## src/ppsm_pkg.sv

```systemverilog
// Shared types, constants and helpers of the PPS phase offset meter.
package ppsm_pkg;

  localparam int NUM_SOURCES = 5;
  localparam int IDX_W       = (NUM_SOURCES > 1) ? $clog2(NUM_SOURCES) : 1;
  localparam int SRC_W       = 3;
  localparam int SEC_W       = 48;
  localparam int NS_W        = 30;
  localparam int OFF_W       = 31;
  localparam int ACC_W       = 48;

  localparam logic [NS_W-1:0]         WINDOW_RESET = NS_W'(500 * 1000 * 1000);
  localparam logic signed [ACC_W-1:0] NS_1S        = ACC_W'(1000 * 1000 * 1000);
  localparam logic signed [ACC_W-1:0] SEC_GAP_MAX  = ACC_W'(3);

  typedef enum logic [1:0] {
    STAT_UPDATED       = 2'd0,
    STAT_OUT_OF_WINDOW = 2'd1,
    STAT_NEG_SECONDS   = 2'd2,
    STAT_UNKNOWN_SRC   = 2'd3
  } status_e;

  typedef enum logic [2:0] {
    S_IDLE,
    S_PICK,
    S_LOAD,
    S_SECS,
    S_NSADD,
    S_NSSUB,
    S_JUDGE,
    S_EMIT
  } state_e;

  // Step control of the shared add/subtract unit.
  typedef struct packed {
    logic sec_diff;
    logic ns_add;
    logic ns_sub;
  } dp_ctrl_t;

  typedef struct packed {
    logic sec_ok;
    logic in_window;
  } dp_status_t;

  // Seconds gap in the range -3..3 scaled to nanoseconds.
  function automatic logic signed [ACC_W-1:0] sec_to_ns(input logic [2:0] gap);
    logic signed [ACC_W-1:0] r;
    case (gap)
      3'b001:  r = NS_1S;
      3'b010:  r = NS_1S + NS_1S;
      3'b011:  r = NS_1S + NS_1S + NS_1S;
      3'b111:  r = -NS_1S;
      3'b110:  r = -(NS_1S + NS_1S);
      3'b101:  r = -(NS_1S + NS_1S + NS_1S);
      default: r = '0;
    endcase
    return r;
  endfunction

endpackage

```

## src/pps_phase_offset_meter.sv

```systemverilog
// Top level of the PPS phase offset meter: stamp stores, sequencer and output register.
//
// Usage: each input request carries a source index, seconds and nanoseconds of a
// pulse-per-second stamp; it is taken when in_valid_i is high and in_stall_o low.
// Sources 0..4 are external inputs, source 5 is the local reference clock.
// A negative-seconds or unknown-index request yields one reject result at once.
// An external request re-evaluates its own source; a reference request walks all
// external sources. Only sources with both stamps present yield a result, so a
// request may yield zero to five results; last_result_o marks the final one.
// The block takes one request at a time. Each evaluated source passes through the
// steps of the shared add/subtract unit (pick, read, seconds difference, scale and
// add, subtract, judge, emit). Receiver stall holds the output register and the
// sequencer waits in its emit step; the input stays stalled.
// Configuration: window_ns is written through cfg_valid_i/cfg_data_i, always ready.
// The user must write it only while the block is idle; the block does not enforce this.
// Reset clears all received flags, ready flags and kept offsets, and loads the
// window with 500 ms.
module pps_phase_offset_meter import ppsm_pkg::*; (
  input  logic                    clk_i,
  input  logic                    rst_ni,
  input  logic                    cfg_valid_i,
  output logic                    cfg_ready_o,
  input  logic [NS_W-1:0]         cfg_data_i,
  input  logic                    in_valid_i,
  output logic                    in_stall_o,
  input  logic [SRC_W-1:0]        source_index_i,
  input  logic signed [SEC_W-1:0] stamp_seconds_i,
  input  logic [NS_W-1:0]         stamp_nanoseconds_i,
  output logic                    out_valid_o,
  input  logic                    out_stall_i,
  output logic [SRC_W-1:0]        result_source_o,
  output logic [1:0]              status_o,
  output logic signed [OFF_W-1:0] phase_offset_ns_o,
  output logic                    offset_ready_o,
  output logic                    last_result_o
);

  localparam logic [IDX_W-1:0] LAST_SRC = IDX_W'(NUM_SOURCES - 1);

  state_e state_q, state_d;

  logic [NS_W-1:0]         window_q;
  logic [IDX_W-1:0]        src_q, src_d;
  logic                    scan_all_q, scan_all_d;
  logic                    reject_q, reject_d;
  logic [SRC_W-1:0]        idx_q, idx_d;
  status_e                 stat_q, stat_d;

  logic [NUM_SOURCES-1:0]  rcv_q;
  logic                    ref_rcv_q;
  logic signed [SEC_W-1:0] ref_sec_q;
  logic [NS_W-1:0]         ref_ns_q;

  // External stamp memory, one entry per source.
  logic signed [SEC_W-1:0] mem_sec [NUM_SOURCES];
  logic [NS_W-1:0]         mem_ns  [NUM_SOURCES];
  logic signed [SEC_W-1:0] rd_sec_q;
  logic [NS_W-1:0]         rd_ns_q;

  logic signed [OFF_W-1:0] offset_q [NUM_SOURCES];
  logic [NUM_SOURCES-1:0]  ready_q;

  logic                    out_valid_q;
  logic [SRC_W-1:0]        out_src_q;
  status_e                 out_stat_q;
  logic signed [OFF_W-1:0] out_off_q;
  logic                    out_rdy_q;
  logic                    out_last_q;

  logic                    accept, neg_sec, unknown_src, is_ref;
  logic                    hit, at_last, higher_rcv, res_last;
  logic                    out_free, out_load, advance, judge_wr;
  dp_ctrl_t                dp_ctrl;
  dp_status_t              dp_stat;
  logic signed [ACC_W-1:0] acc;

  assign accept      = in_valid_i && !in_stall_o;
  assign neg_sec     = stamp_seconds_i[SEC_W-1];
  assign unknown_src = source_index_i > SRC_W'(NUM_SOURCES);
  assign is_ref      = source_index_i == SRC_W'(NUM_SOURCES);
  assign hit         = rcv_q[src_q] && ref_rcv_q;
  assign at_last     = src_q == LAST_SRC;
  assign out_free    = !out_valid_q || !out_stall_i;
  assign in_stall_o  = state_q != S_IDLE;
  assign cfg_ready_o = 1'b1;

  // A scan result is final when no later source has a stamp.
  always_comb begin
    higher_rcv = 1'b0;
    for (int t = 0; t < NUM_SOURCES; t++) begin
      if ((IDX_W'(t) > src_q) && rcv_q[t]) begin
        higher_rcv = 1'b1;
      end
    end
    res_last = reject_q || !scan_all_q || !higher_rcv;
  end

  // Next state.
  always_comb begin
    state_d = state_q;
    case (state_q)
      S_IDLE: begin
        if (accept) begin
          state_d = (neg_sec || unknown_src) ? S_EMIT : S_PICK;
        end
      end
      S_PICK: begin
        if (hit) begin
          state_d = S_LOAD;
        end else if (!(scan_all_q && !at_last)) begin
          state_d = S_IDLE;
        end
      end
      S_LOAD:  state_d = S_SECS;
      S_SECS:  state_d = S_NSADD;
      S_NSADD: state_d = S_NSSUB;
      S_NSSUB: state_d = S_JUDGE;
      S_JUDGE: state_d = S_EMIT;
      S_EMIT: begin
        if (out_free) begin
          state_d = (reject_q || !scan_all_q || at_last) ? S_IDLE : S_PICK;
        end
      end
      default: state_d = S_IDLE;
    endcase
  end

  // Sequencer outputs.
  always_comb begin
    dp_ctrl  = '0;
    out_load = 1'b0;
    advance  = 1'b0;
    judge_wr = 1'b0;
    case (state_q)
      S_PICK:  advance = !hit && scan_all_q && !at_last;
      S_SECS:  dp_ctrl.sec_diff = 1'b1;
      S_NSADD: dp_ctrl.ns_add = 1'b1;
      S_NSSUB: dp_ctrl.ns_sub = 1'b1;
      S_JUDGE: judge_wr = 1'b1;
      S_EMIT: begin
        out_load = out_free;
        advance  = out_free && !reject_q && scan_all_q && !at_last;
      end
      default: ;
    endcase
  end

  // Request bookkeeping.
  always_comb begin
    src_d      = src_q;
    scan_all_d = scan_all_q;
    reject_d   = reject_q;
    idx_d      = idx_q;
    stat_d     = stat_q;
    if (accept) begin
      idx_d      = source_index_i;
      reject_d   = neg_sec || unknown_src;
      scan_all_d = is_ref;
      src_d      = is_ref ? '0 : source_index_i[IDX_W-1:0];
      stat_d     = neg_sec ? STAT_NEG_SECONDS : STAT_UNKNOWN_SRC;
    end else if (advance) begin
      src_d = src_q + IDX_W'(1);
    end else if (judge_wr) begin
      stat_d = dp_stat.in_window ? STAT_UPDATED : STAT_OUT_OF_WINDOW;
    end
  end

  always_ff @(posedge clk_i or negedge rst_ni) begin
    if (!rst_ni) begin
      state_q     <= S_IDLE;
      window_q    <= WINDOW_RESET;
      src_q       <= '0;
      scan_all_q  <= 1'b0;
      reject_q    <= 1'b0;
      rcv_q       <= '0;
      ref_rcv_q   <= 1'b0;
      ready_q     <= '0;
      out_valid_q <= 1'b0;
      for (int i = 0; i < NUM_SOURCES; i++) begin
        offset_q[i] <= '0;
      end
    end else begin
      state_q    <= state_d;
      src_q      <= src_d;
      scan_all_q <= scan_all_d;
      reject_q   <= reject_d;
      if (cfg_valid_i && cfg_ready_o) begin
        window_q <= cfg_data_i;
      end
      // Mark the stamp as received once a good request lands.
      if (accept && !neg_sec && !unknown_src) begin
        if (is_ref) begin
          ref_rcv_q <= 1'b1;
        end else begin
          rcv_q[source_index_i[IDX_W-1:0]] <= 1'b1;
        end
      end
      // Keep the offset only when in window; otherwise drop the ready flag.
      if (judge_wr) begin
        ready_q[src_q] <= dp_stat.in_window;
        if (dp_stat.in_window) begin
          offset_q[src_q] <= acc[OFF_W-1:0];
        end
      end
      if (out_load) begin
        out_valid_q <= 1'b1;
      end else if (!out_stall_i) begin
        out_valid_q <= 1'b0;
      end
    end
  end

  // Payload registers.
  always_ff @(posedge clk_i) begin
    idx_q  <= idx_d;
    stat_q <= stat_d;
    if (accept && !neg_sec && !unknown_src) begin
      if (is_ref) begin
        ref_sec_q <= stamp_seconds_i;
        ref_ns_q  <= stamp_nanoseconds_i;
      end else begin
        mem_sec[source_index_i[IDX_W-1:0]] <= stamp_seconds_i;
        mem_ns[source_index_i[IDX_W-1:0]]  <= stamp_nanoseconds_i;
      end
    end
    if (state_q == S_LOAD) begin
      rd_sec_q <= mem_sec[src_q];
      rd_ns_q  <= mem_ns[src_q];
    end
    if (out_load) begin
      out_stat_q <= stat_q;
      out_last_q <= res_last;
      if (reject_q) begin
        out_src_q <= idx_q;
        out_off_q <= '0;
        out_rdy_q <= 1'b0;
      end else begin
        out_src_q <= SRC_W'(src_q);
        out_off_q <= offset_q[src_q];
        out_rdy_q <= ready_q[src_q];
      end
    end
  end

  ppsm_datapath u_datapath (
    .clk_i     (clk_i),
    .ctrl_i    (dp_ctrl),
    .sec_src_i (rd_sec_q),
    .ns_src_i  (rd_ns_q),
    .sec_ref_i (ref_sec_q),
    .ns_ref_i  (ref_ns_q),
    .window_i  (window_q),
    .acc_o     (acc),
    .status_o  (dp_stat)
  );

  assign out_valid_o       = out_valid_q;
  assign result_source_o   = out_src_q;
  assign status_o          = out_stat_q;
  assign phase_offset_ns_o = out_off_q;
  assign offset_ready_o    = out_rdy_q;
  assign last_result_o     = out_last_q;

  // An updated offset is always reported as ready.
  a_updated_ready: assert property (@(posedge clk_i) disable iff (!rst_ni)
    out_valid_o && (status_o == STAT_UPDATED) |-> offset_ready_o)
    else $error("updated result without ready flag");

  // An out-of-window result always reports a cleared ready flag.
  a_oow_not_ready: assert property (@(posedge clk_i) disable iff (!rst_ni)
    out_valid_o && (status_o == STAT_OUT_OF_WINDOW) |-> !offset_ready_o)
    else $error("out-of-window result with ready flag set");

  // A reject is a single final result with a cleared payload.
  a_reject_shape: assert property (@(posedge clk_i) disable iff (!rst_ni)
    out_valid_o && ((status_o == STAT_NEG_SECONDS) || (status_o == STAT_UNKNOWN_SRC))
    |-> last_result_o && !offset_ready_o && (phase_offset_ns_o == '0))
    else $error("malformed reject result");

  // Once a request is taken the input stalls until the sequencer is done.
  a_busy_after_accept: assert property (@(posedge clk_i) disable iff (!rst_ni)
    in_valid_i && !in_stall_o |=> in_stall_o)
    else $error("input not stalled after a request was taken");

endmodule

```

## src/ppsm_datapath.sv

```systemverilog
// Shared add/subtract unit with accumulator and window compare.
module ppsm_datapath import ppsm_pkg::*; (
  input  logic                    clk_i,
  input  dp_ctrl_t                ctrl_i,
  input  logic signed [SEC_W-1:0] sec_src_i,
  input  logic [NS_W-1:0]         ns_src_i,
  input  logic signed [SEC_W-1:0] sec_ref_i,
  input  logic [NS_W-1:0]         ns_ref_i,
  input  logic [NS_W-1:0]         window_i,
  output logic signed [ACC_W-1:0] acc_o,
  output dp_status_t              status_o
);

  logic signed [ACC_W-1:0] acc_q, acc_d;
  logic                    sec_ok_q, sec_ok_d;
  logic signed [ACC_W-1:0] op_a, op_b, sum;
  logic signed [ACC_W-1:0] win_ext;
  logic                    do_sub;

  always_comb begin
    op_a   = acc_q;
    op_b   = $signed(ACC_W'(ns_ref_i));
    do_sub = 1'b1;
    if (ctrl_i.sec_diff) begin
      op_a   = ACC_W'(sec_src_i);
      op_b   = ACC_W'(sec_ref_i);
      do_sub = 1'b1;
    end else if (ctrl_i.ns_add) begin
      op_a   = sec_to_ns(acc_q[2:0]);
      op_b   = $signed(ACC_W'(ns_src_i));
      do_sub = 1'b0;
    end
    sum = do_sub ? (op_a - op_b) : (op_a + op_b);
  end

  always_comb begin
    acc_d    = acc_q;
    sec_ok_d = sec_ok_q;
    if (ctrl_i.sec_diff || ctrl_i.ns_add || ctrl_i.ns_sub) begin
      acc_d = sum;
    end
    // Judge the seconds gap before it is replaced by the scaled value.
    if (ctrl_i.ns_add) begin
      sec_ok_d = (acc_q <= SEC_GAP_MAX) && (acc_q >= -SEC_GAP_MAX);
    end
  end

  always_ff @(posedge clk_i) begin
    acc_q    <= acc_d;
    sec_ok_q <= sec_ok_d;
  end

  assign win_ext            = $signed(ACC_W'(window_i));
  assign acc_o              = acc_q;
  assign status_o.sec_ok    = sec_ok_q;
  assign status_o.in_window = sec_ok_q && (acc_q <= win_ext) && (acc_q >= -win_ext);

endmodule

```

## config.mk

```make
export PLATFORM = sky130hd
export DESIGN_NAME = pps_phase_offset_meter
export DESIGN_NICKNAME = d
export VERILOG_FILES = /design/src/ppsm_pkg.sv /design/src/pps_phase_offset_meter.sv /design/src/ppsm_datapath.sv
export SDC_FILE = /design/constraint.sdc
export NUM_CORES = 1
export LEC_CHECK = 0
export ABC_AREA = 1
export ABC_CLOCK_PERIOD_IN_PS = 12380
export BUFFER_PORTS_ARGS = -buffer_cell sky130_fd_sc_hd__clkbuf_2
export CORE_MARGIN = 1
export CORE_UTILIZATION = 30
export CTS_BUF_LIST = sky130_fd_sc_hd__clkbuf_4 sky130_fd_sc_hd__clkbuf_8 sky130_fd_sc_hd__clkbuf_16
export CTS_CLUSTER_DIAMETER = 80
export DETAILED_ROUTE_END_ITERATION = 16
export SYNTH_ARGS = -nofsm -noshare
export SYNTH_HDL_FRONTEND = slang
export SYNTH_SLANG_ARGS = --single-unit
```

## constraint.sdc

```tcl
create_clock -name clk_i -period 12.38 [get_ports clk_i]
set_input_delay 0 -clock clk_i [delete_from_list [all_inputs] [get_ports clk_i]]
set_output_delay 0 -clock clk_i [all_outputs]
set_load 0.1 [all_outputs]
```

==> flow_metrics.env, run 1 <==
export IMPL_antenna_found_initial=4
export IMPL_fmax_mhz=163.1
export IMPL_path_cells="inv_1, ha_1, nand2_1, nor3_1, nand3_1, nor3_1, nand2_1, nor4_1, nand3_1, nor3_1, ha_1, nand2_1, nor2_1, nand4_1, nor3_1, nand2_1, nand3_1, nand2_1, nand3_4, buf_4, nand3_1, buf_4, nand2_1, nand2_1"
export IMPL_post_route_min_period_ns=6.130
export IMPL_intPower_uw=7146
export IMPL_n_antenna_cell=0
export IMPL_status="completed"
export IMPL_crit_type="reg -> reg"
export IMPL_layout_cells_non_filler=5838
export IMPL_critical_path_max_fanout=90
export IMPL_core_rowCount=132
export IMPL_syn_mean_instance_area_um2=10.38
export IMPL_synth_edf_count=638
export IMPL_p_per_area_nw_per_um2=276.1
export IMPL_drive_gt1_share_pct=11.11
export IMPL_crit_top_cell="nand2_1"
export IMPL_crit_buf_inv=3
export IMPL_grt_util_all_layers_pct=17.80
export IMPL_gp_congestion=0.9773
export IMPL_power_frac_comb_pct=44.8
export IMPL_switching_share_pct=44.16
export IMPL_synth_top_area_share_pct=48.62
export IMPL_clk_pin_slew_ns=0.06
export IMPL_fillers=12961
export IMPL_dp_cells=5550
export IMPL_rrSetupSlack_ns=6.25
export IMPL_pwr_share_seq_pct=33.3
export IMPL_hp_start="cfg_data_i[15]"
export IMPL_min_path_type="in -> reg"
export IMPL_io_pins=157
export IMPL_synth_main_ff_cell="edfxtp_1"
export IMPL_postSynth_asyncResetShare_pct=24.32
export IMPL_cp_end_kind="flop"
export IMPL_synth_seq_cells=843
export IMPL_htree_levels=3
export IMPL_ys_types=52
export IMPL_initial_core_util_pct=30.31
export IMPL_drtIter0Drc=2806
export IMPL_io_buffers=155
export IMPL_pwr_share_clk_pct=21.9
export IMPL_routedWlPerCell_um=20.43
export IMPL_rr_startpoint="window_q[0]"
export IMPL_wl_um=119300
export IMPL_cts_sinks=843
export IMPL_critPathLaunchType="flop"
export IMPL_switchingPower_uw=5651
export IMPL_post_cts_resized=0
export IMPL_crit_family="simple AND/OR/NAND/NOR gates"
export IMPL_vdd_drop_max_uv=174.1
export IMPL_slew_headroom_pct=21.93
export IMPL_synth_area_leaders="edfxtp_1 (49%), dfrtp_1 (12%), nand2_1 (11%), ha_1 (4.1%), nand4_1 (4.0%)"
export IMPL_hold_viol_final=0
export IMPL_final_cell_mix="nand2_1 (1109), edfxtp_1 (638), nand4_1 (255)"
export IMPL_via_per_inst=5.040
export IMPL_grt_max_degree=91
export IMPL_crit_start="window_q[0]"
export IMPL_cts_root_buf="clkbuf_16"
export IMPL_cpPeakStageDelay_ns=0.73
export IMPL_tns_ns=0
export IMPL_hpwl_um=78880
export IMPL_finClkSkew_ns=0.02838
export IMPL_drv_slew=0
export IMPL_grt_pass1_vias=28785
export IMPL_area_growth_pct=17.63
export IMPL_slowest_stage="nand3_1"
export IMPL_maxCapViolations=0
export IMPL_clock_latency_ns=0.68
export IMPL_ff_latch_area_um2=24310
export IMPL_rsz0062_at_grt="no"
export IMPL_drc=0
export IMPL_arrival_ns=6.68
export IMPL_die_area_um2=132800
export IMPL_yosys_area_top_type="edfxtp_1"
export IMPL_die_h_um=364.4
export IMPL_die_w_um=364.4
export IMPL_synth_seq_area_share_pct=61.68
export IMPL_multi_input_area_um2=13480
export IMPL_cts_made_buffers=94
export IMPL_power_leakage_uw=0.01827
export IMPL_mostFrequentLayoutCell="nand2_1"
export IMPL_yosysWarnings=0
export IMPL_finalCritPeriodShare_pct=49.51
export IMPL_vias=29426
export IMPL_netlist_area_um2=39400
export IMPL_synth_nets=4043
export IMPL_detail_route_antenna_nets=0
export IMPL_worst_slew_pin_slew_ns=1.171
export IMPL_synthCells=3797
export IMPL_core_um2=130000
export IMPL_overflow=0
export IMPL_worstPathRequired_ns=12.93
export IMPL_setup_viol=0
export IMPL_clk_path_buf_depth=3
export IMPL_drtPass1Iterations=6
export IMPL_grt_pass1_wl_um=180100
export IMPL_fin_nets=4266
export IMPL_cts_tree="yes"
-- final timing paths --
path | depth (start not counted) | endpoint
max reg2reg | 24 | offset_q[1]
max | 24 | offset_q[1]
min in group asynchronous | 4 | out_valid_o
min reg2reg | 0 | status_o[1]
max in group asynchronous | 4 | offset_q[10]
min | 4 | window_q[15]
-- cells in the mapped netlist, drive strengths merged, types with 2 or more instances --
library cell,number
nand2,1111
edfxtp,638
nor2,258
nand4,255
inv,235
dfrtp,192
a21oi,138
clkbuf,129
ha,129
o21ai,122
nand3,105
a22oi,102
buf,68
xor2,65
nor3,34
a41oi,32
o22ai,30
xnor2,25
nor4,20
a31oi,16
a21o,15
dfstp,13
a221o,12
o21bai,9
o21a,7
or2,6
a32o,5
nand3b,4
a21boi,3
clkinv,3
o211ai,3
o221ai,3
and3,2
nor3b,2
-- layer usage --
layer	part of all wire (%)	routed length (um)	vias up	GRT usage, %
li1	-	-	13806	-
met1	44	51950	14393	24.22
met2	47	56500	1042	29.24
met3	6.6	7865	181	2.636
met4	2.5	2949	4	5.232
met5	0.019	23	-	0
-- worst reg2reg max path: cells and delay by family (launching register included) --
family	cells	cell delay, ns
simple gates	19	4.05
buf+inv	3	1.22
flops	1	0.38
fa+ha+maj	2	0.36
-- layout make-up --
type | count | area share (%)
flip-flops and latches | 843 | 52.44
repair buffers | 324 | 5.094
clock buffers | 128 | 5.745
inverters | 238 | 1.946
clock inverters | 44 | 0.9934
well taps | 1742 | 4.703
multi-input cells | 2519 | 29.08
-- registers in the layout, indices dropped and copies added, names as in the netlist, 2 cells and up --
signal             flops
mem_ns               150
ref_ns_q              30
rd_sec_q              48
src_q                  3
ready_q                5
result_source_o        3
u_datapath.acc_o      48
mem_sec              240
rd_ns_q               30
state_q                3
idx_q                  3
phase_offset_ns_o     31
window_q              30
rcv_q                  5
offset_q             155
stat_q                 2
status_o               2
ref_sec_q             48
-- logic make-up (layout without fill, tap and decap cells) --
kind of cell,Yosys count,in the layout,synth area share [%]
compound gates,501,501,8.253
flops,843,843,61.68
other cells,1,1,0.009517
fa+ha+maj,130,130,4.147
xor+xnor,90,90,2.001
simple gates,1797,1797,19.51
buf+inv,435,734,4.398
-- power by group through the flow --
| stage | Clock, uW | Sequential (uW) | Combinational (uW) |
|---|---|---|---|
| finish | 2800 | 4260 | 5730 |
| global route | 2960 | 4290 | 6290 |
| CTS | 2850 | 4240 | 5660 |
| detailed placement | 0 | 4290 | 5600 |
| global placement | 0 | 4300 | 5590 |
| floorplan | 0 | 4130 | 3900 |
-- metrics by stage --
| step | total power, uW | setup slack, ns | cell area [um2] | utilization [%] | hold slack, ns |
|---|---|---|---|---|---|
| floorplan | 8035 | 2.786 | 39400 | - | -0.2956 |
| global placement | 9890 | 6.442 | 42050 | 32.35 | 0.1039 |
| detailed placement | 9895 | 6.276 | 42050 | 32.35 | 0.1019 |
| CTS | 12760 | 6.259 | 46350 | 35.66 | 0.07035 |
| global route | 13530 | 5.587 | 46350 | 35.66 | 0.1159 |
| finish | 12800 | 6.250 | 46350 | 35.66 | 0.1000 |
-- timing repair --
action	in CTS	in global routing
buffers inserted	0	0
hold buffers	116	0
endpoints found under the hold margin	595	0
No activity file was read; power rests on OpenSTA's default activity.
==> inputs of run 2 (changes only) <==
--- a/config.mk
+++ b/config.mk
@@ -5,8 +5,8 @@
 export SDC_FILE = /design/constraint.sdc
 export NUM_CORES = 1
 export LEC_CHECK = 0
-export ABC_AREA = 1
-export ABC_CLOCK_PERIOD_IN_PS = 12380
+export ABC_AREA = 0
+export ABC_CLOCK_PERIOD_IN_PS = 5200
 export BUFFER_PORTS_ARGS = -buffer_cell sky130_fd_sc_hd__clkbuf_2
 export CORE_MARGIN = 1
 export CORE_UTILIZATION = 30
==> constraint.sdc (replaced) <==
create_clock -name clk_i -period 5.2 [get_ports clk_i]
set_input_delay 0 -clock clk_i [delete_from_list [all_inputs] [get_ports clk_i]]
set_output_delay 0 -clock clk_i [all_outputs]
set_load 0.1 [all_outputs]
==> run 2 against run 1 <==
  * Worst setup slack worse by 6.0 ns
  * Total power is 140% higher
  * Worst hold slack got worse by 0.11 ns
  * Non-clock buffer count is 123 higher
  * Clock skew increased by 0.0067 ns
  * Register-to-register slack lost 6.0 ns
  * Count of clock-buffer cells in the layout down 7
  * Critical path depth shrank 6
  * Synthesized cell count down 21%
  * Largest power group unchanged
  * Flip-flop and latch count unchanged
  * The flow now finishes with violations (negative hold slack)
==> flow_metrics.env, run 2 <==
export IMPL_grt_util_all_layers_pct=16.21
export IMPL_fin_total_pwr_uw=30370
export IMPL_yosysMostFrequentCell="edfxtp_1"
export IMPL_cts_root_buf="clkbuf_16"
export IMPL_violations="negative hold slack"
export IMPL_clk_path_buf_depth=3
export IMPL_yosys_area_top_type="edfxtp_1"
export IMPL_grt_max_degree=94
export IMPL_finish_utilization_pct=36.59
export IMPL_io_buffers=155
export IMPL_cp_end_kind="flop"
export IMPL_largest_register_ffs=240
export IMPL_cts_tree="yes"
export IMPL_htree_levels=3
export IMPL_p_per_area_nw_per_um2=649.3
export IMPL_io_pins=157
export IMPL_hold_viol_final=6
export IMPL_fillers=12292
export IMPL_final_cell_mix="edfxtp_1 (638), a21oi_1 (260), nor2_1 (244)"
export IMPL_synth_edf_count=638
export IMPL_drv_slew=0
export IMPL_netlist_area_um2=38750
export IMPL_rrSetupSlack_ns=0.28
export IMPL_cts_made_buffers=89
export IMPL_synth_nets=3230
export IMPL_postSynth_asyncResetShare_pct=24.32
export IMPL_antenna_found_initial=6
export IMPL_via_per_inst=5.061
export IMPL_synth_top_area_share_pct=49.44
export IMPL_detail_route_antenna_nets=0
export IMPL_gp_congestion=0.9152
export IMPL_mostFrequentLayoutCell="edfxtp_1"
export IMPL_initial_core_util_pct=30.31
export IMPL_synthCells=2984
export IMPL_ys_types=85
export IMPL_holdWs_ns=-0.01194
export IMPL_fin_nets=3607
export IMPL_drive_gt1_share_pct=20.14
export IMPL_crit_type="reg -> reg"
export IMPL_status="finished, violations left"
export IMPL_final_area_um2=46780
export IMPL_core_um2=127800
export IMPL_drc=0
export IMPL_post_route_min_period_ns=4.920
export IMPL_syn_mean_instance_area_um2=12.99
export IMPL_multi_input_area_um2=13700
export IMPL_drtPass1Iterations=7
export IMPL_crit_buf_inv=2
export IMPL_yosysWarnings=0
export IMPL_synth_seq_cells=843
export IMPL_slew_headroom_pct=25.30
export IMPL_grt_pass1_wl_um=162300
export IMPL_fmax_mhz=203.3
export IMPL_worstPathRequired_ns=5.74
export IMPL_arrival_ns=5.46
export IMPL_die_h_um=361.4
export IMPL_vdd_drop_max_uv=351.5
export IMPL_die_area_um2=130600
export IMPL_cts_sinks=843
export IMPL_slowest_stage="or4_1"
export IMPL_min_path_type="in -> async"
export IMPL_synth_area_leaders="edfxtp_1 (49%), dfrtp_1 (12%), mux2_2 (4.4%), ha_1 (4.2%), a21oi_1 (3.4%)"
export IMPL_die_w_um=361.4
export IMPL_area_growth_pct=20.72
export IMPL_hpwl_um=72790
export IMPL_critical_path_max_fanout=12
export IMPL_path_cells="and3b_1, buf_4, o32a_1, a22oi_2, nand4b_2, buf_4, nor3_4, and2_1, a31oi_1, xor2_1, ha_1, a21o_1, a31oi_1, o211ai_1, a221o_1, o211a_1, or4_1, nand3_1"
export IMPL_rsz0062_at_grt="no"
export IMPL_critPathLaunchType="flop"
export IMPL_setup_viol=0
export IMPL_synth_main_ff_cell="edfxtp_1"
export IMPL_clk_pin_slew_ns=0.07
export IMPL_power_leakage_uw=0.01753
export IMPL_core_rowCount=131
export IMPL_drtIter0Drc=1911
export IMPL_crit_family="compound AO/OA/AOI/OAI gates"
export IMPL_synth_commonest_cells="edfxtp_1 (638), a21oi_1 (260), nor2_1 (251)"
export IMPL_grt_pass1_vias=25763
export IMPL_finalCritPeriodShare_pct=94.61
export IMPL_routedWlPerCell_um=21.03
export IMPL_finClkSkew_ns=0.03506
export IMPL_cpPeakStageDelay_ns=0.47
export IMPL_worst_slew_pin_slew_ns=1.118
export IMPL_maxCapViolations=0
export IMPL_overflow=0
export IMPL_synth_seq_area_share_pct=62.72
export IMPL_vias=25809
export IMPL_place_area_um2=42090
export IMPL_ff_latch_area_um2=24320
export IMPL_clock_latency_ns=0.68
export IMPL_wl_um=107300
[run 2: cell count changes after synthesis, sizes merged, moves of 41 or more]
cell and delta:
nand3 -76, nand2 -978, mux2i +113, inv -177, xnor2 +41, a21oi +122, nand4 -208, mux2 +157
o21ai +70
[run 2: through the flow]
step           setup TNS [ns]  cells  hold slack [ns]  worst slack (ns)
2_1_floorplan         -176.36   2984          -0.2956            -1.233
3_3_place_gp                0   4768           0.1451            0.1328
6_report                    0   5100         -0.01194            0.2804
5_1_grt                     0   5100          0.03836          0.008722
3_5_place_dp                0   4768           0.1431           0.04576
4_1_cts                     0   5095        0.0002828           0.02768
[run 2: kinds of logic after synthesis]
| group | after synthesis | synth area share (%) |
|---|---|---|
| buffers and inverters | 221 | 2.428 |
| adders and majority gates | 130 | 4.217 |
| xor gates and xnor gates | 97 | 2.212 |
| muxes | 270 | 7.513 |
| AOI/OAI and AO/OA | 787 | 12.93 |
| DFF | 843 | 62.72 |
| and+or+nand+nor | 635 | 7.975 |
| other | 1 | 0.009677 |
[run 2: final cells by class]
class / count / area share [%]
timing repair buffer: 447 / 7.454
clock buffer: 121 / 5.405
multi-input combinational: 1920 / 29.29
clock inverter: 45 / 0.9281
inverter: 60 / 0.4814
tap: 1662 / 4.445
antenna: 2 / 0.01070
sequential: 843 / 51.98
[run 2: what timing repair did]
item                                    4_1_cts  5_1_grt
gates resized for setup                       0       16
hold endpoints to repair                    635        0
buffers inserted                              0        3
endpoints found under the setup margin        0      163
hold buffers                                161        0
[run 2: report_power, final]
group | switching (uW) | internal (uW) | total [uW]
sequential | 1210 | 8890 | 10100
combinational | 8420 | 5450 | 13900
clock | 2750 | 3660 | 6400
[run 2: worst paths after layout]
check	to	cells after the start	startpoint
worst max-delay path	u_datapath.acc_o[46]	18	state_q[0]
worst min-delay path	offset_q[39]	2	rst_ni
worst max register to register	u_datapath.acc_o[46]	18	state_q[0]
worst min register to register	status_o[0]	0	stat_q[0]
max in group asynchronous	src_q[1]	3	rst_ni
min in group clk_i	out_valid_o	3	out_stall_i
[run 2: per-layer routing]
layer  wire length [um]  vias to the layer above  global-route usage (%)
met5                 34                        -                       0
met4               3168                        6                   5.010
met3               5815                      167                   2.954
met2              48950                      678                   25.55
met1              49300                    12819                   22.53
li1                   -                    12139                       -
